### src/sv/brf_pkg.sv
`default_nettype none

package brf_pkg;

  // Width of capacity, fill level and found position
  localparam int unsigned CNT_W = 11;
  localparam int unsigned BYTE_W = 8;
  localparam logic [CNT_W-1:0] CAP_RESET = 11'd1024;

  // Configuration register indexes
  localparam int unsigned REG_CAPACITY = 0;

  typedef enum logic [1:0] {
    OP_PUSH = 2'd0,
    OP_POP  = 2'd1,
    OP_FIND = 2'd2,
    OP_NOP  = 2'd3
  } op_e;

  typedef enum logic [1:0] {
    ST_OK    = 2'd0,
    ST_FULL  = 2'd1,
    ST_EMPTY = 2'd2
  } status_e;

  typedef enum logic [1:0] {
    S_IDLE,
    S_POP,
    S_SCAN,
    S_HOLD
  } state_e;

  // Which result gets loaded into the output register
  typedef enum logic [1:0] {
    RES_NOW,
    RES_POP,
    RES_FIND
  } res_e;

  typedef struct packed {
    logic accept;
    op_e  op;
    logic scan_step;
    logic out_load;
    res_e out_sel;
  } cmd_t;

  typedef struct packed {
    logic empty;
    logic scan_done;
    logic out_free;
  } sts_t;

endpackage

`default_nettype wire

### src/sv/brf_ctrl.sv
`default_nettype none

module brf_ctrl (
  input  wire logic         clk_i,
  input  wire logic         rst_ni,
  input  wire logic         in_valid_i,
  input  wire brf_pkg::op_e op_i,
  input  wire brf_pkg::sts_t sts_i,
  output brf_pkg::cmd_t     cmd_o,
  output logic              in_stall_o
);
  import brf_pkg::*;

  state_e state_q, state_d;

  always_ff @(posedge clk_i or negedge rst_ni) begin
    if (!rst_ni) begin
      state_q <= S_IDLE;
    end else begin
      state_q <= state_d;
    end
  end

  always_comb begin
    state_d    = state_q;
    cmd_o      = '0;
    in_stall_o = 1'b1;
    unique case (state_q)
      S_IDLE: begin
        in_stall_o = !sts_i.out_free;
        if (in_valid_i && sts_i.out_free) begin
          cmd_o.accept  = 1'b1;
          cmd_o.op      = op_i;
          cmd_o.out_sel = RES_NOW;
          unique case (op_i)
            OP_POP: begin
              if (sts_i.empty) cmd_o.out_load = 1'b1;
              else state_d = S_POP;
            end
            OP_FIND: begin
              if (sts_i.empty) cmd_o.out_load = 1'b1;
              else state_d = S_SCAN;
            end
            default: cmd_o.out_load = 1'b1;
          endcase
        end
      end
      S_POP: begin
        if (sts_i.out_free) begin
          cmd_o.out_load = 1'b1;
          cmd_o.out_sel  = RES_POP;
          state_d        = S_IDLE;
        end
      end
      S_SCAN: begin
        cmd_o.scan_step = 1'b1;
        if (sts_i.scan_done) state_d = S_HOLD;
      end
      S_HOLD: begin
        if (sts_i.out_free) begin
          cmd_o.out_load = 1'b1;
          cmd_o.out_sel  = RES_FIND;
          state_d        = S_IDLE;
        end
      end
      default: state_d = S_IDLE;
    endcase
  end

endmodule

`default_nettype wire

### config.mk
export PLATFORM = sky130hd
export DESIGN_NAME = brf_ctrl
export DESIGN_NICKNAME = d
export VERILOG_FILES = /design/src/sv/brf_pkg.sv /design/src/sv/brf_ctrl.sv
export SDC_FILE = /design/constraint.sdc
export NUM_CORES = 1
export LEC_CHECK = 0
export BUFFER_PORTS_ARGS = -buffer_cell sky130_fd_sc_hd__buf_2
export CAP_MARGIN = 10
export CORE_AREA = 5 5 42 44
export CTS_CLUSTER_SIZE = 10
export DETAILED_ROUTE_END_ITERATION = 8
export DIE_AREA = 0 0 47 49
export PLACE_DENSITY = 0.49
export SYNTH_ARGS = -nofsm -noshare
export SYNTH_HDL_FRONTEND = slang
export SYNTH_SLANG_ARGS = --single-unit
### constraint.sdc
create_clock -name clk_i -period 0.9 [get_ports clk_i]
set_input_delay 0.18 -clock clk_i [delete_from_list [all_inputs] [get_ports clk_i]]
set_output_delay 0.18 -clock clk_i [all_outputs]
set_load 0.01 [all_outputs]
==> run metrics, run 1 <==
antenna violations before repair 0; Mapped Nets 36; period utilization 150%; Worst Reg2Reg Path Length in Cells 4; root buffer cell clkbuf_4; mapped cell area 209 sq um; remaining antenna violation count 0; final setup fails 9; Setup TNS -3.27 ns; Die Wd 47 microns; syn_area_per_cell 8.04 sq um; most flop-heavy register state_q; Netlist cell types 18; commonest non-fill, non-tap cell in the layout buf_2; P&R area growth vs syn 144%; max-cap viol count 0; power per cell area 1970 nW/um^2; Slew Limit Headroom 81.0%; most frequent cells in the layout buf_2 (14), buf_4 (10), clkbuf_4 (3); Core Region 1400 sq um; DRC Markers 0; ANT cells 0; register area share after synthesis 24.0%; worst slew pin tran 0.282 ns; endpoints failing hold 0; biggest regs state_q: 2 flops; Via density 4.17; clk sink count 2; Core Rows 14; vias in the first global route 298; Detailed Route Iter0 Violations 0; CP max FO 5; Max VDD drop 0.734 mV; layout cells sized above 1 81.5%; LEAKAGE 0.250 nW; violated checks setup timing; largest net degree at the start of global routing 8; clock slew seen by the registers of the worst setup and hold paths 0.03 ns; pre-CTS WS -0.482 ns; Yosys warnings 0; Detailed Route WL 717 microns; Startpoint Class flop; Vias 292; Setup crit end kind primary output; hpwl dp 599 microns; RSZ-0062 raised after global routing yes; CTS tree yes; cts bufs inserted 3; first-pass GRT wire length 1180 microns; IO Pins 16; max reg flops 2; routed len/inst 10.2 microns; f_max 742 MHz; GRT overflow 0; Worst-Skew Late Latency 0.23 ns; critical path type reg2out; drt pass-1 iters 1; full die area 2300 sq um; pins over their slew limit 0; H-tree levels 1; Max clock buf depth 2; IO buf count 15; status finished with violations; GP Congestion 0.647; Tmin final 1.35 ns; Hold Crit Class in2async; nets 66; Cells after Synth 26; total track usage 7.74%; Die Ht 49 microns; CP arrival 1.17 ns; FF+latch count, synth 2; initial core utilization 14.9%; Worst EP required 0.72 ns; post-layout worst setup margin -0.448 ns; Final Skew 0.00396 ns
==> where the power goes <==
group          total [mW]  switching (mW)  internal, mW
Clock               0.201          0.0540         0.147
Sequential          0.189          0.0597         0.130
Combinational       0.615           0.283         0.332
==> routing by layer <==
metal	vias to the layer above	wire length (microns)	share of wire, %	track usage, %
met5	-	0	0	0
met2	13	355	50	10.9
met3	3	70	9.8	2.58
met1	127	262	37	7.46
li1	149	-	-	-
met4	0	28	3.9	9.68
==> cell families after synthesis <==
group | count (synthesis) | synth area share, %
buffers and inverters | 4 | 12.6
adders and majority gates | 2 | 12.0
DFF | 2 | 24.0
AOI/OAI and AO/OA | 4 | 14.4
and+or+nand+nor | 14 | 37.1
==> synth_stat cells, drive strengths merged <==
| cell type | n | area [sq um] |
|---|---|---|
| a21oi | 1 | 5.00 |
| and2 | 1 | 6.26 |
| and3 | 1 | 7.51 |
| buf | 2 | 18.8 |
| dfrtp | 2 | 50.1 |
| ha | 2 | 25.0 |
| inv | 2 | 7.51 |
| nand2 | 3 | 13.8 |
| nor2 | 3 | 11.3 |
| nor2b | 1 | 6.26 |
| nor3 | 1 | 5.00 |
| nor3b | 1 | 7.51 |
| nor4 | 2 | 12.5 |
| o21a | 1 | 7.51 |
| o41ai | 2 | 17.5 |
| or2b | 1 | 7.51 |
==> per-stage QoR <==
step                      utilization [%]  power, mW  cell area, sq um  cells  hold slack, ns
after CTS                            34.9      0.967               489     69           0.265
after global placement               31.7      0.717               444     65         -0.0349
after floorplan                         -      0.530               297     26          -0.116
after global routing                 36.3       1.11               509     70           0.262
final                                36.3       1.01               509     70           0.270
after detailed placement             31.7      0.720               444     65         -0.0287
==> layout make-up <==
type / instances / area, sq um
Clock buffer: 3 / 22.5
Fill cell: 152 / 892
Inverter: 2 / 20.0
Multi-Input combinational cell: 20 / 216
Sequential cell: 2 / 52.6
Tap cell: 16 / 20.0
Timing Repair Buffer: 27 / 178
==> timing repair <==
| item | 4_1_cts | 5_1_grt |
|---|---|---|
| hold buffers | 1 | 0 |
| setup endpoints to repair | 10 | 10 |
| setup buffers | 0 | 1 |
| gates resized for setup | 5 | 4 |
| pin swaps | 0 | 2 |
| endpoints found under the hold margin | 2 | 0 |
==> final timing paths <==
path	start	slack [ns]	endpoint
min in group clk_i	sts_i[1]	0.29	state_q[0]
min reg2reg	state_q[1]	0.67	state_q[0]
max reg2reg	state_q[0]	-0.16	state_q[0]
max in group asynchronous	rst_ni	0.52	state_q[1]
min	rst_ni	0.27	state_q[0]
max	state_q[0]	-0.45	cmd_o[5]
==> worst max-delay path, stage by stage, from the launching register on <==
cell and delay, ns:
dfrtp_2 0.43, buf_4 0.15, nor4_4 0.19, buf_2 0.17
(Power assumes the default switching activity.)
==> run 2: changes to the inputs <==
SKIP_CTS_REPAIR_TIMING = 1   (was not set)
==> run 2 against run 1 <==
The flow still finishes with violations (setup timing). Clock-buffer cell count unchanged. Wire length decreased by 2.4%. Hold slack about the same. Cell count decreased by 1.4%. Clock power about the same. Largest cell class unchanged.
==> run metrics, run 2 (synthesis results as in run 1) <==
routed wl met3 58 microns (-17%); most frequent cells in the layout buf_2 (14), buf_4 (10), clkbuf_4 (4); Detailed Route WL 700 microns (-2.4%); CP arrival 1.18 ns (about the same); worst slew pin tran 0.282 ns (+0.0000604 ns); status finished with violations; post-route design area 484 sq um (-4.9%); fillers 159 (+4.6%); Core Region 1400 sq um (unchanged); Die Ht 49 microns (unchanged); root buffer cell clkbuf_4; Detailed Route Iter0 Violations 0 (unchanged); critical path type reg2out; nets 65 (-1.5%); violated checks setup timing; power per cell area 1930 nW/um^2 (-2.4%); Final Skew 0.00396 ns (-0.0000000100 ns); LEAKAGE 0.238 nW (-4.8%); clock slew seen by the registers of the worst setup and hold paths 0.03 ns (about the same); hpwl dp 599 microns (unchanged); DRC Markers 0 (unchanged); antenna violations before repair 0 (unchanged); Worst EP required 0.72 ns (about the same); Finished Layout Cells 69 (-1.4%); max-cap viol count 0 (unchanged); post-layout worst setup margin -0.459 ns (-0.0117 ns); Worst-Skew Late Latency 0.23 ns (about the same); drt pass-1 iters 1 (unchanged); total track usage 7.75% (about the same); routed wl met2 335 microns (-5.6%); largest net degree at the start of global routing 8 (unchanged); GRT overflow 0 (unchanged); Max clock buf depth 2 (unchanged); f_max 736 MHz (-0.86%); layout cells sized above 1 77.4% (-4.1 points); H-tree levels 1 (unchanged); vias in the first global route 296 (-0.67%); cts bufs inserted 3 (unchanged); P&R area growth vs syn 132%; remaining antenna violation count 0 (unchanged); Hold Crit Class in2async; Total Power 0.933 mW (-7.2%); RSZ-0062 raised after global routing yes; routed len/inst 10.1 microns (-0.96%); max reg flops 2 (unchanged); M1 WL 277 microns (+5.7%); GP Congestion 0.647 (unchanged); Vias 283 (-3.1%); Core Rows 14 (unchanged); IO buf count 15 (unchanged); full die area 2300 sq um (unchanged); Startpoint Class flop; Via density 4.10 (-1.7%); commonest non-fill, non-tap cell in the layout buf_2; pins over their slew limit 0 (unchanged); final setup fails 9 (unchanged); CTS tree yes; initial core utilization 14.9% (unchanged); endpoints failing hold 0 (unchanged); IO Pins 16 (unchanged); placed insts 65 (unchanged); CP max FO 6 (+1); ANT cells 0 (unchanged); Die Wd 47 microns (unchanged); first-pass GRT wire length 1180 microns (unchanged); Tmin final 1.36 ns (+0.0117 ns); Slew Limit Headroom 81.0% (about the same); Setup crit end kind primary output; biggest regs state_q: 2 flops; pre-CTS WS -0.482 ns (unchanged); max layer used met4; period utilization 151% (+1.3 points); Max VDD drop 0.754 mV (+2.7%); Placement Cell Area 444 sq um (unchanged); most flop-heavy register state_q; clk sink count 2 (unchanged)
run 2: cell count changes in the layout (fill, tap and decap cells not counted), sizes merged:
cell and change:
buf -2, clkbuf +1
run 2: cell type report:
| cell class | instances | area [sq um] | share of cell area, % |
|---|---|---|---|
| flip-flops and latches | 2 | 52.6 | 10.9 |
| well taps | 16 | 20.0 | 4.13 |
| multi-input cells | 20 | 206 | 42.6 |
| clock buffers | 3 | 22.5 | 4.65 |
| repair buffers | 26 | 163 | 33.6 |
| inverters | 2 | 20.0 | 4.13 |
run 2: per-stage QoR:
step	hold slack (ns)	util [%]	setup TNS, ns
2_1_floorplan	-0.116	-	-0.425
3_3_place_gp	-0.0349	31.7	-2.36
3_5_place_dp	-0.0287	31.7	-2.31
4_1_cts	-0.276	33.3	-3.83
5_1_grt	0.262	34.6	-4.07
6_report	0.270	34.6	-3.36
run 2: routing by layer:
layer | global-route usage [%] | up-vias
met5 | 0 | -
met4 | 9.68 | 0
met3 | 2.21 | 3
met2 | 10.9 | 13
met1 | 7.69 | 120
li1 | - | 147
run 2: worst paths after layout:
check	start	cells past startpoint	end	slack, ns
min	rst_ni	2	state_q[0]	0.27
max reg2reg	state_q[1]	4	state_q[0]	-0.17
min reg2reg	state_q[1]	2	state_q[0]	0.65
min in group clk_i	sts_i[1]	4	state_q[0]	0.30
max in group asynchronous	rst_ni	2	state_q[1]	0.52
max	state_q[0]	3	cmd_o[5]	-0.46
run 2: where the power goes:
part / leakage, nW / internal [mW] / switching [mW]
registers: 0.0232 / 0.130 / 0.0609
clock network: 0.0138 / 0.147 / 0.0540
logic: 0.201 / 0.284 / 0.257
run 2: worst max-delay path, stage by stage (launching register included):
cell and delay, ns:
dfrtp_2 0.44, buf_4 0.15, nor4_4 0.19, buf_2 0.17
